**src/rtl/assert_macros.svh**
```systemverilog
// Assertion macros shared by the formatter RTL.
// Each macro samples on clk and is disabled while arst_n is low.
`ifndef ASSERT_MACROS_SVH
`define ASSERT_MACROS_SVH

// Same-cycle implication check
`define CHK_IMP(lbl, ante, cons) \
	lbl: assert property (@(posedge clk) disable iff (!arst_n) (ante) |-> (cons)) \
		else $error("check failed");

// Next-cycle implication check
`define CHK_NEXT(lbl, ante, cons) \
	lbl: assert property (@(posedge clk) disable iff (!arst_n) (ante) |=> (cons)) \
		else $error("check failed");

`endif

```
**src/rtl/itoa_pkg.sv**
```systemverilog
// Types, codes and character constants for the integer-to-ASCII formatter.
// No dependencies; used by itoa_digits and integer_to_ascii_formatter.
package itoa_pkg;

	localparam int VALUE_W      = 32;
	localparam int NUM_DIGITS   = 10;
	localparam int RESULT_LIMIT = 32;

	localparam logic [7:0] CHAR_ZERO  = 8'h30;
	localparam logic [7:0] CHAR_UPPER = 8'h41;
	localparam logic [7:0] CHAR_MINUS = 8'h2D;
	localparam logic [7:0] CHAR_SPACE = 8'h20;

	typedef enum logic [1:0] {
		KIND_UDEC = 2'd0,
		KIND_HEX  = 2'd1,
		KIND_SDEC = 2'd2,
		KIND_NONE = 2'd3
	} kind_t;

	typedef enum logic [2:0] {
		ST_IDLE,
		ST_CONV,
		ST_SIZE,
		ST_SIGN,
		ST_PAD,
		ST_DIGIT
	} state_t;

	// Request to the digit unit
	typedef struct packed {
		logic start;
		logic hex;
	} conv_ctrl_t;

	// Map one digit (0..15) to its ASCII character
	function automatic logic [7:0] digit_char(input logic [3:0] d);
		if (d < 4'd10)
			return CHAR_ZERO + {4'b0, d};
		else
			return CHAR_UPPER + {4'b0, d} - 8'd10;
	endfunction

endpackage

```
**src/rtl/itoa_if.sv**
```systemverilog
// Valid/ready channel interfaces for formatter requests and characters.
// Standalone; no package dependency.
interface itoa_in_if;
	logic        valid;
	logic        ready;
	logic [1:0]  kind;
	logic [31:0] value;
	logic [5:0]  field_width;
	logic        zero_pad;

	modport source(output valid, kind, value, field_width, zero_pad, input ready);
	modport sink(input valid, kind, value, field_width, zero_pad, output ready);
endinterface

interface itoa_out_if;
	logic       valid;
	logic       ready;
	logic [7:0] character;
	logic       last;

	modport source(output valid, character, last, input ready);
	modport sink(input valid, character, last, output ready);
endinterface

```
**src/rtl/integer_to_ascii_formatter.sv**
```systemverilog
// Integer-to-ASCII formatter: one request (kind, value, field width, zero pad) in,
// a stream of ASCII characters out, most significant digit first, last marked.
// Flow: decimal requests pass through the bit-serial BCD converter
// (32 shift steps, one bit per cycle, then the done flag), hex requests load
// directly; a sizing state follows, then one character per cycle while the
// sink is ready, then a return to idle to take the next request. A request
// yields at most 32 characters. One request is in flight at a time; a
// request of kind 3 is accepted and yields no characters.
`include "assert_macros.svh"

module integer_to_ascii_formatter import itoa_pkg::*; #(
	parameter int MAX_WIDTH = 32
) (
	input  logic          clk,
	input  logic          arst_n,
	itoa_in_if.sink       din,
	itoa_out_if.source    dout
);

	localparam int LIMIT = (MAX_WIDTH < RESULT_LIMIT) ? MAX_WIDTH : RESULT_LIMIT;
	localparam int FILL_W = $clog2(RESULT_LIMIT + 1);
	localparam logic [FILL_W-1:0] LIMIT_W = FILL_W'(LIMIT);
	localparam int IDX_W = $clog2(NUM_DIGITS);

	state_t                     state_q, state_d;
	conv_ctrl_t                 ctrl;
	logic                       conv_done;
	logic [NUM_DIGITS-1:0][3:0] digits;
	logic [VALUE_W-1:0]         mag;

	logic                       neg_q;
	logic [7:0]                 pad_char_q;
	logic [FILL_W-1:0]          width_q;
	logic [FILL_W-1:0]          fill_q;
	logic [IDX_W-1:0]           idx_q;

	logic                       out_valid_q;
	logic [7:0]                 out_char_q;
	logic                       out_last_q;

	logic                       adv;
	logic                       emit;
	logic [7:0]                 emit_char;
	logic                       emit_last;
	logic [IDX_W-1:0]           msd;
	logic [FILL_W-1:0]          len;
	logic [FILL_W-1:0]          fill_calc;

	logic                       req_take;
	logic                       last_seen;

	// Magnitude of the incoming value
	assign mag = (din.kind == KIND_SDEC && din.value[VALUE_W-1]) ? (~din.value + 1'b1)
		: din.value;

	itoa_digits u_digits (
		.clk    (clk),
		.arst_n (arst_n),
		.ctrl   (ctrl),
		.bin    (mag),
		.done   (conv_done),
		.digits (digits)
	);

	// Size the number: most significant nonzero digit and fill count
	always_comb begin
		msd = '0;
		for (int i = 1; i < NUM_DIGITS; i++) begin
			if (digits[i] != 4'd0)
				msd = IDX_W'(i);
		end
		len       = FILL_W'(msd) + 1'b1;
		fill_calc = (width_q > len) ? width_q - len : '0;
	end

	assign adv = !out_valid_q || dout.ready;
	assign din.ready = (state_q == ST_IDLE);

	// Next state and character selection
	always_comb begin
		state_d    = state_q;
		ctrl.start = 1'b0;
		ctrl.hex   = 1'b0;
		emit       = 1'b0;
		emit_char  = CHAR_ZERO;
		emit_last  = 1'b0;
		case (state_q)
			ST_IDLE: begin
				if (din.valid && din.kind != KIND_NONE) begin
					ctrl.start = 1'b1;
					ctrl.hex   = (din.kind == KIND_HEX);
					state_d    = ST_CONV;
				end
			end
			ST_CONV: begin
				if (conv_done)
					state_d = ST_SIZE;
			end
			ST_SIZE: begin
				if (neg_q)
					state_d = ST_SIGN;
				else if (fill_calc != '0)
					state_d = ST_PAD;
				else
					state_d = ST_DIGIT;
			end
			ST_SIGN: begin
				if (adv) begin
					emit      = 1'b1;
					emit_char = CHAR_MINUS;
					state_d   = ST_DIGIT;
				end
			end
			ST_PAD: begin
				if (adv) begin
					emit      = 1'b1;
					emit_char = pad_char_q;
					if (fill_q == FILL_W'(1))
						state_d = ST_DIGIT;
				end
			end
			ST_DIGIT: begin
				if (adv) begin
					emit      = 1'b1;
					emit_char = digit_char(digits[idx_q]);
					emit_last = (idx_q == '0);
					if (idx_q == '0)
						state_d = ST_IDLE;
				end
			end
			default: state_d = ST_IDLE;
		endcase
	end

	// Hold state
	always_ff @(posedge clk or negedge arst_n) begin
		if (!arst_n)
			state_q <= ST_IDLE;
		else
			state_q <= state_d;
	end

	// Capture request options; load and step the fill and digit counters
	always_ff @(posedge clk) begin
		if (ctrl.start) begin
			neg_q      <= (din.kind == KIND_SDEC) && din.value[VALUE_W-1];
			pad_char_q <= din.zero_pad ? CHAR_ZERO : CHAR_SPACE;
			if (din.kind == KIND_SDEC)
				width_q <= '0;
			else if (FILL_W'(din.field_width) > LIMIT_W)
				width_q <= LIMIT_W;
			else
				width_q <= FILL_W'(din.field_width);
		end
		if (state_q == ST_SIZE) begin
			fill_q <= fill_calc;
			idx_q  <= msd;
		end else if (emit && state_q == ST_PAD) begin
			fill_q <= fill_q - 1'b1;
		end else if (emit && state_q == ST_DIGIT) begin
			idx_q <= idx_q - 1'b1;
		end
	end

	// Output register: load a character, drop valid once taken
	always_ff @(posedge clk or negedge arst_n) begin
		if (!arst_n) begin
			out_valid_q <= 1'b0;
		end else if (emit) begin
			out_valid_q <= 1'b1;
		end else if (dout.ready) begin
			out_valid_q <= 1'b0;
		end
	end

	always_ff @(posedge clk) begin
		if (emit) begin
			out_char_q <= emit_char;
			out_last_q <= emit_last;
		end
	end

	assign dout.valid     = out_valid_q;
	assign dout.character = out_char_q;
	assign dout.last      = out_last_q;

	assign req_take  = din.valid && din.ready && din.kind != KIND_NONE;
	assign last_seen = out_valid_q && out_last_q;

	`CHK_IMP(a_pad_has_fill, state_q == ST_PAD, fill_q != '0)
	`CHK_IMP(a_digit_idx_range, state_q == ST_DIGIT, idx_q < IDX_W'(NUM_DIGITS))
	`CHK_NEXT(a_accept_starts_conv, req_take, state_q == ST_CONV)
	`CHK_IMP(a_last_is_digit, last_seen, out_char_q != CHAR_SPACE && out_char_q != CHAR_MINUS)

endmodule

```
**src/rtl/itoa_digits.sv**
```systemverilog
// Digit unit: bit-serial binary-to-BCD (shift and add-3) or direct hex load.
// Depends on itoa_pkg.
module itoa_digits import itoa_pkg::*; (
	input  logic                        clk,
	input  logic                        arst_n,
	input  conv_ctrl_t                  ctrl,
	input  logic [VALUE_W-1:0]          bin,
	output logic                        done,
	output logic [NUM_DIGITS-1:0][3:0]  digits
);

	localparam int CNT_W = $clog2(VALUE_W);

	logic                       busy_q;
	logic                       done_q;
	logic [CNT_W-1:0]           cnt_q;
	logic [VALUE_W-1:0]         bin_q;
	logic [NUM_DIGITS-1:0][3:0] bcd_q;
	logic [NUM_DIGITS-1:0][3:0] bcd_adj;
	logic [NUM_DIGITS*4-1:0]    adj_flat;

	// Add 3 to every digit of 5 or more before the shift
	always_comb begin
		for (int i = 0; i < NUM_DIGITS; i++) begin
			bcd_adj[i] = (bcd_q[i] >= 4'd5) ? bcd_q[i] + 4'd3 : bcd_q[i];
		end
	end

	assign adj_flat = bcd_adj;

	// Control: run VALUE_W shift steps per decimal request
	always_ff @(posedge clk or negedge arst_n) begin
		if (!arst_n) begin
			busy_q <= 1'b0;
			done_q <= 1'b0;
			cnt_q  <= '0;
		end else begin
			done_q <= 1'b0;
			if (ctrl.start) begin
				busy_q <= !ctrl.hex;
				done_q <= ctrl.hex;
				cnt_q  <= CNT_W'(VALUE_W - 1);
			end else if (busy_q) begin
				cnt_q <= cnt_q - 1'b1;
				if (cnt_q == '0) begin
					busy_q <= 1'b0;
					done_q <= 1'b1;
				end
			end
		end
	end

	// Datapath: load, then shift one binary bit into the BCD word per cycle
	// (the bit shifted out of the top digit is always zero)
	always_ff @(posedge clk) begin
		if (ctrl.start) begin
			bin_q <= bin;
			if (ctrl.hex)
				bcd_q <= {{(NUM_DIGITS * 4 - VALUE_W){1'b0}}, bin};
			else
				bcd_q <= '0;
		end else if (busy_q) begin
			bcd_q <= {adj_flat[NUM_DIGITS*4-2:0], bin_q[VALUE_W-1]};
			bin_q <= {bin_q[VALUE_W-2:0], 1'b0};
		end
	end

	assign done   = done_q;
	assign digits = bcd_q;

endmodule
```
**src/flat_wrapper.sv**
```systemverilog
// flat-port wrapper written by rule: the top's interface ports become plain ports
module integer_to_ascii_formatter_flat import itoa_pkg::*;
#(
	parameter int MAX_WIDTH = 32
)
  (clk, arst_n, din_valid, din_kind, din_value, din_field_width, din_zero_pad, din_ready, dout_valid, dout_character, dout_last, dout_ready);
  itoa_in_if din_i ();
  itoa_out_if dout_i ();
  input  logic clk;
  input  logic arst_n;
  input wire logic [$bits(din_i.valid)-1:0] din_valid;
  input wire logic [$bits(din_i.kind)-1:0] din_kind;
  input wire logic [$bits(din_i.value)-1:0] din_value;
  input wire logic [$bits(din_i.field_width)-1:0] din_field_width;
  input wire logic [$bits(din_i.zero_pad)-1:0] din_zero_pad;
  output wire logic [$bits(din_i.ready)-1:0] din_ready;
  output wire logic [$bits(dout_i.valid)-1:0] dout_valid;
  output wire logic [$bits(dout_i.character)-1:0] dout_character;
  output wire logic [$bits(dout_i.last)-1:0] dout_last;
  input wire logic [$bits(dout_i.ready)-1:0] dout_ready;
  assign din_i.valid = din_valid;
  assign din_i.kind = din_kind;
  assign din_i.value = din_value;
  assign din_i.field_width = din_field_width;
  assign din_i.zero_pad = din_zero_pad;
  assign din_ready = din_i.ready;
  assign dout_valid = dout_i.valid;
  assign dout_character = dout_i.character;
  assign dout_last = dout_i.last;
  assign dout_i.ready = dout_ready;
  integer_to_ascii_formatter #(.MAX_WIDTH(MAX_WIDTH)) u_core (.clk(clk), .arst_n(arst_n), .din(din_i), .dout(dout_i));
endmodule
```
**config.mk**
```make
export PLATFORM = sky130hd
export DESIGN_NAME = integer_to_ascii_formatter_flat
export DESIGN_NICKNAME = d
export VERILOG_FILES = /design/src/rtl/itoa_pkg.sv /design/src/rtl/itoa_if.sv /design/src/rtl/integer_to_ascii_formatter.sv /design/src/rtl/itoa_digits.sv /design/src/flat_wrapper.sv
export VERILOG_INCLUDE_DIRS = /design/src /design/src/rtl
export SDC_FILE = /design/constraint.sdc
export NUM_CORES = 1
export LEC_CHECK = 0
export BUFFER_PORTS_ARGS = -buffer_cell sky130_fd_sc_hd__buf_2
export CAP_MARGIN = 20
export CORE_MARGIN = 2
export CORE_UTILIZATION = 35
export CTS_BUF_LIST = sky130_fd_sc_hd__clkbuf_16
export DETAILED_ROUTE_END_ITERATION = 10
export HOLD_SLACK_MARGIN = 0.15
export PLACE_DENSITY = 0.51
export SYNTH_ARGS = -nofsm -noshare
export SYNTH_HDL_FRONTEND = slang
export SYNTH_SLANG_ARGS = --single-unit
```
**constraint.sdc**
```tcl
create_clock -name clk -period 5.07 [get_ports clk]
set_clock_uncertainty 0.2 [all_clocks]
set_input_delay 0.507 -clock clk [delete_from_list [all_inputs] [get_ports clk]]
set_output_delay 0.507 -clock clk [all_outputs]
set_load 0.01 [all_outputs]
```
-- After elaboration in Yosys (flattened, before gate mapping)
Index checks and enable logic that the tools add are counted.
- $add $sub $neg: 19
- magnitude comparators: 14
- eq/ne operators: 17
- muxes and demuxes: 64
- bitwise operators: 1
- reductions and logical operators: 29
- operators with widths (operator ; count):
    32-bit two-way mux ; 4
    4-bit two-way mux ; 21
    40-bit two-way mux ; 2
    4-bit by 3-bit >= comparator with 1-bit output (second input constant) ; 10
    4-bit by 2-bit adder with 4-bit output (second input constant) ; 9
    4-bit nonzero test ; 9
    32-bit by 1-bit adder with 32-bit output (second input constant) ; 1
    32-bit inverter ; 1
    3-bit two-way mux ; 9
    6-bit two-way mux ; 4
    8-bit two-way mux ; 3
    8-bit case mux with 3 select lines ; 1
    5-bit two-way mux ; 4
    3-bit case mux with 6 select lines ; 1
    4-bit binary-select mux with 4-bit select ; 1
    2-bit by 1-bit != test with 1-bit output (second input constant) ; 7
    1-bit two-way mux ; 12
    7-bit by 4-bit adder with 8-bit output (first input constant) ; 1
    2-bit nonzero test ; 4
    8-bit by 4-bit subtractor with 8-bit output (second input constant) ; 1
    6-bit by 4-bit adder with 7-bit output (first input constant) ; 1
    7-bit AND reduction ; 1
    3-bit by 2-bit equality test with 1-bit output (second input constant) ; 2
    3-bit equality test (second input constant) ; 2
    26 further kinds ; 33
- register bits: 117
- bits of input ports: 45
- output and inout bits: 11
- word-level logic and storage cells: 168

-- Logic depth before layout (Yosys ltp)
- word-level depth: 17
- depth in mapped cells: 17
- depth with buffers taken out: 17

-- Cells and area by module
From an unflattened synthesis, not the netlist that was laid out.
- cell total of the unflattened synthesis: 748
- area, all modules: 7524.7 um2
- modules (own cells, without submodules) (module ; instances ; cells an instance ; area an instance (um2) ; seq. area each (um2)):
    itoa_digits ; 1 ; 398 ; 4483.0 ; 2337.2
    integer_to_ascii_formatter ; 1 ; 350 ; 3041.7 ; 880.8

-- Worst setup path after synthesis
Ideal clock, no wire load.
- path type: flip-flop to flip-flop
- from: register u_core.u_digits.bcd_q, in the netlist u_core.u_digits.digits[20]
- to: register u_core.fill_q[2] (data pin)
- library setup time: 0.280 ns
- data arrival time: 3.327 ns
- data required time: 4.590 ns
- slack: 1.263 ns
- stages on the path, launching flop included: 16
- path buffers: 0
- clock period less this slack: 3.807 ns
- path through: edfxtp_1 inv_1 ha_1 or3b_2 nor4b_1 o21ai_0 a21oi_1 ha_1 xor2_1 ha_1 nor2b_1 o21ai_0 a21boi_0 o22a_1 nor2_1 o22ai_1
- longest elaborated chain between the ends: 10
- elaborated cells on any way between the ends: 11
- classes of those cells: 2 x add/sub; 1 x order compare; 7 x mux; 1 x reduce/logical
- RTL lines (element ; RTL line ; source):
    start, declared ; itoa_digits.sv:18 ; logic [NUM_DIGITS-1:0][3:0] bcd_q;
    start signal, assigned ; itoa_digits.sv:59 ; bcd_q <= {{(NUM_DIGITS * 4 - VALUE_W){1'b0}}, bin};
    start signal, assigned ; itoa_digits.sv:63 ; bcd_q <= {adj_flat[NUM_DIGITS*4-2:0], bin_q[VALUE_W-1]};
    4-bit nonzero test (*) ; integer_to_ascii_formatter.sv:69 ; if (digits[i] != 4'd0)
    4-bit two-way mux (*) (5 in series) ; integer_to_ascii_formatter.sv:69 ;
    4-bit by 1-bit adder with 5-bit output (*) ; integer_to_ascii_formatter.sv:72 ; len = FILL_W'(msd) + 1'b1;
    6-bit subtractor or 6-bit greater-than comparator (tied branches) ; integer_to_ascii_formatter.sv:73 ; fill_calc = (width_q > len) ? width_q - len : '0;
    6-bit two-way mux (*) ; integer_to_ascii_formatter.sv:73 ;
    6-bit two-way mux (*) ; integer_to_ascii_formatter.sv:155 ; if (state_q == ST_SIZE) begin
    end signal, assigned ; integer_to_ascii_formatter.sv:156 ; fill_q <= fill_calc;
    end signal, assigned ; integer_to_ascii_formatter.sv:159 ; fill_q <= fill_q - 1'b1;
    end, declared ; integer_to_ascii_formatter.sv:34 ; logic [FILL_W-1:0] fill_q;
Every way passes the cells marked *; elsewhere a longest branch is shown, timed or not.
A chain may end at the register's enable or synchronous reset.

-- Final worst setup path
- from: register u_core.u_digits.bcd_q, in the netlist u_core.u_digits.digits[20]
- to: register u_core.fill_q[4] (data pin)
The elaborated chain is that of the path after synthesis.

==> qor.yml <==
run_status:
  outcome: "finished, final reports clean"
drt:
  via_per_inst: 5.15
  avgRoutedWirePerCell_um: 15.8
  post-route-drc-count: 0
  wl_mm: 16.7
  ant_nets: 0
  num_vias: 5469
  first_pass_iters: 5
  drt_iter0_drc: 246
critical_path:
  crit_path_frequent_cell: "ha_1"
  rr_startpoint: "u_core.u_digits.digits[20]"
  r2r_slack_ns: 0.63
  endpoint: "u_core.fill_q[4]"
  crit_family: "simple AND/OR/NAND/NOR gates"
  worstPathRequired_ns: 4.94
  crit_path_start: "u_core.u_digits.digits[20]"
  max_stage_delay_ns: 0.48
  worstSetupPathType: "register to register"
  cp_slowest_cell: "or3b_2"
  end_kind: "register"
  arrival_ns: 4.31
  cp_num_cells: 15
  r2r_cells: 15
  r2r-end: "u_core.fill_q[4]"
  cp-start-kind: "register"
  crit_buf_inv: 1
  worstPathMaxFanout: 6
  crit_chain: "inv_1, ha_1, or3b_2, nor4b_1, o21ai_0, a21oi_1, ha_1, xor2_1, ha_1, nor2b_1, o21ai_0, a21boi_0, o22a_1, nor2_1, o22ai_1"
job:
  maxCapViolCount: 0
clock_tree:
  htree_levels: 3
  post_cts_buffers: 0
  cts.sinks: 109
  cts_buffers: 9
  clockBufferDepth: 2
  clk_pin_slew_worst_paths_ns: 0.08
  clockRootBuffer: "clkbuf_16"
  cts_tree: "built"
  clk_latency_ns: 0.36
global_route:
  antenna_found_initial: 0
  grt_first_pass_wirelength_mm: 27.3
  grt_max_degree: 83
  gr-usage-all-layers_pct: 15.7
  overflow: 0
  grt_pass1_vias: 5368
sta:
  rsz0062_at_grt: "no"
  fin_tns_setup_ns: 0
  period_needed_ns: 4.44
  setup_viol: 0
  whs_ns: 0.239
  slew_violations: 0
  hold_viol: 0
  fin_crit_sh_pct: 87.6
  slew_headroom_pct: 38.0
  tightestPinTransition_ns: 0.930
  fmax_mhz: 225
floorplanning:
  boundaryPins: 56
  dieHeight_um: 147
  die_area_sq_um: 21700
  coreArea_sq_um: 20200
  rows: 52
  fp.dieW_um: 147
  start_util_pct: 35.6
logic_synthesis:
  yosysMostFrequentCell: "edfxtp_1"
  yosysTopAreaCell: "edfxtp_1"
  syn_area_sq_um: 7180
  ys_seq_elements: 109
  synth_common_cells: "98 x edfxtp_1, 77 x nand2_1, 74 x o21ai_0"
  syn-instance-count: 748
  yosys_most_used_dff: "edfxtp_1"
  yosysUniqueCellTypes: 65
  synth_top_area_share_pct: 41.0
  synthArstFlopShare_pct: 10.1
  yosys-top-cells-area: "edfxtp_1 41%, ha_1 6.1%, o21ai_0 5.2%, xnor2_1 4.5%, nand2_1 4.0%"
  ys_seq_area_share_pct: 44.8
  synth_edf_count: 98
  ys_warn_count: 0
  avgSynthCellArea_sq_um: 9.59
  syn-num-nets: 829
min_path:
  hold_path.class: "input port to register"
cells_and_area:
  n_antenna_cell: 0
  design_area_sq_um: 7980
  drive_above_1_share_pct: 11.9
  area_growth_pct: 11.2
  finalNetCount: 867
  fin_cells: 1061
place:
  dpl.cell_count: 1043
  gp_congestion: 0.852
  placed_area_sq_um: 7680
  dp_hpwl_mm: 12.2
  portBuffers: 54
power:
  fin_total_pwr_w: 0.00377
  leakage_nw: 3.02
  power_per_cell_area_nw_per_um2: 472
  peakVddDrop_mv: 0.234
[flip-flops by register name, summed over array words and instances, names as in the netlist]
name                    count
u_core.u_digits.cnt_q       5
u_core.idx_q                4
u_core.fill_q               6
u_core.u_digits.done        1
u_core.pad_char_q           1
u_core.u_digits.bin_q      32
u_core.dout.last            1
u_core.dout.valid           1
u_core.width_q              6
u_core.dout.character       7
u_core.state_q              3
u_core.neg_q                1
u_core.u_digits.digits     40
u_core.u_digits.busy_q      1
[how the worst min path moves through the flow]
stage                                          end  cells after the start               start  slack (ns)
after floorplan                  u_core.dout.valid                      0              arst_n        0.01
after detailed placement  u_core.u_digits.cnt_q[0]                      1              arst_n        0.21
after CTS                        u_core.width_q[1]                      2  din_field_width[1]        0.23
after global placement    u_core.u_digits.cnt_q[1]                      1              arst_n        0.20
final                            u_core.width_q[1]                      2  din_field_width[1]        0.24
after global routing             u_core.width_q[4]                      2  din_field_width[4]        0.24
[cell usage in the layout, fill, tap and decap left out, types with 3 or more instances in the layout]
cell       instances
mux4_2             5
a31oi_1           10
buf_4              3
nor2b_1            9
nor3b_1           13
o211ai_1           4
ha_1              35
nand2_1           77
nor3_1            13
or3_1              3
o21bai_1           3
a21boi_0           3
mux2i_1            9
nor2_1            55
nor4b_1            3
xor2_1            25
edfxtp_1          98
xnor2_1           37
o21ai_1            6
buf_2             54
o21ai_0           74
clkbuf_16          9
dfrtp_1           11
nand2b_1          17
and2_1             8
o31ai_1           10
nand3_1           39
a21oi_1           53
inv_1             47
o22ai_1            6
[layer usage]
layer	share of wire [%]	global-route usage [%]
met1	48	21.5
met2	46	25.2
met3	4.0	3.76
met4	1.4	4.28
met5	0	0
[worst reg2reg max path, stage by stage (launching register included)]
cell,delay [ns]
edfxtp_1,0.43
inv_1,0.12
ha_1,0.21
or3b_2,0.48
nor4b_1,0.42
o21ai_0,0.19
a21oi_1,0.26
ha_1,0.20
xor2_1,0.15
ha_1,0.30
nor2b_1,0.16
o21ai_0,0.18
a21boi_0,0.17
o22a_1,0.24
nor2_1,0.31
o22ai_1,0.15
[metrics by stage]
step	setup slack (ns)	util, %
finish	0.628	39.6
detailed placement	0.718	38.1
floorplan	1.26	-
global route	0.361	39.6
global placement	0.897	38.1
CTS	0.656	39.6
[layout make-up]
class | instances | area (sq um)
inverters | 45 | 169
clock inverters | 7 | 60.1
clock buffers | 9 | 225
well taps | 270 | 338
flip-flops and latches | 109 | 3220
fillers | 2059 | 12200
multi-input cells | 561 | 3640
repair buffers | 60 | 333
[power by group]
part / internal [W] / switching, W
registers: 0.00144 / 0.000280
logic: 0.000586 / 0.000754
clock network: 0.000379 / 0.000330
total: 0.00241 / 0.00136
[repair_timing]
item	CTS	global route
hold buffers	2	0
endpoints found under the hold margin	12	0
resized for setup	0	0
[kinds of logic (layout without fill, tap and decap cells)]
group                      after synthesis  after routing  share of synthesized area, %
and+or+nand+nor                        256            256                          17.9
AOI/OAI and AO/OA                      189            189                          15.5
DFF                                    109            109                          44.8
buffers and inverters                   78            121                          4.50
xor gates and xnor gates                62             62                          7.57
adders and majority gates               36             36                          6.38
muxes                                   16             16                          3.14
other                                    2              2                         0.105
No activity file was read; power rests on OpenSTA's default activity.
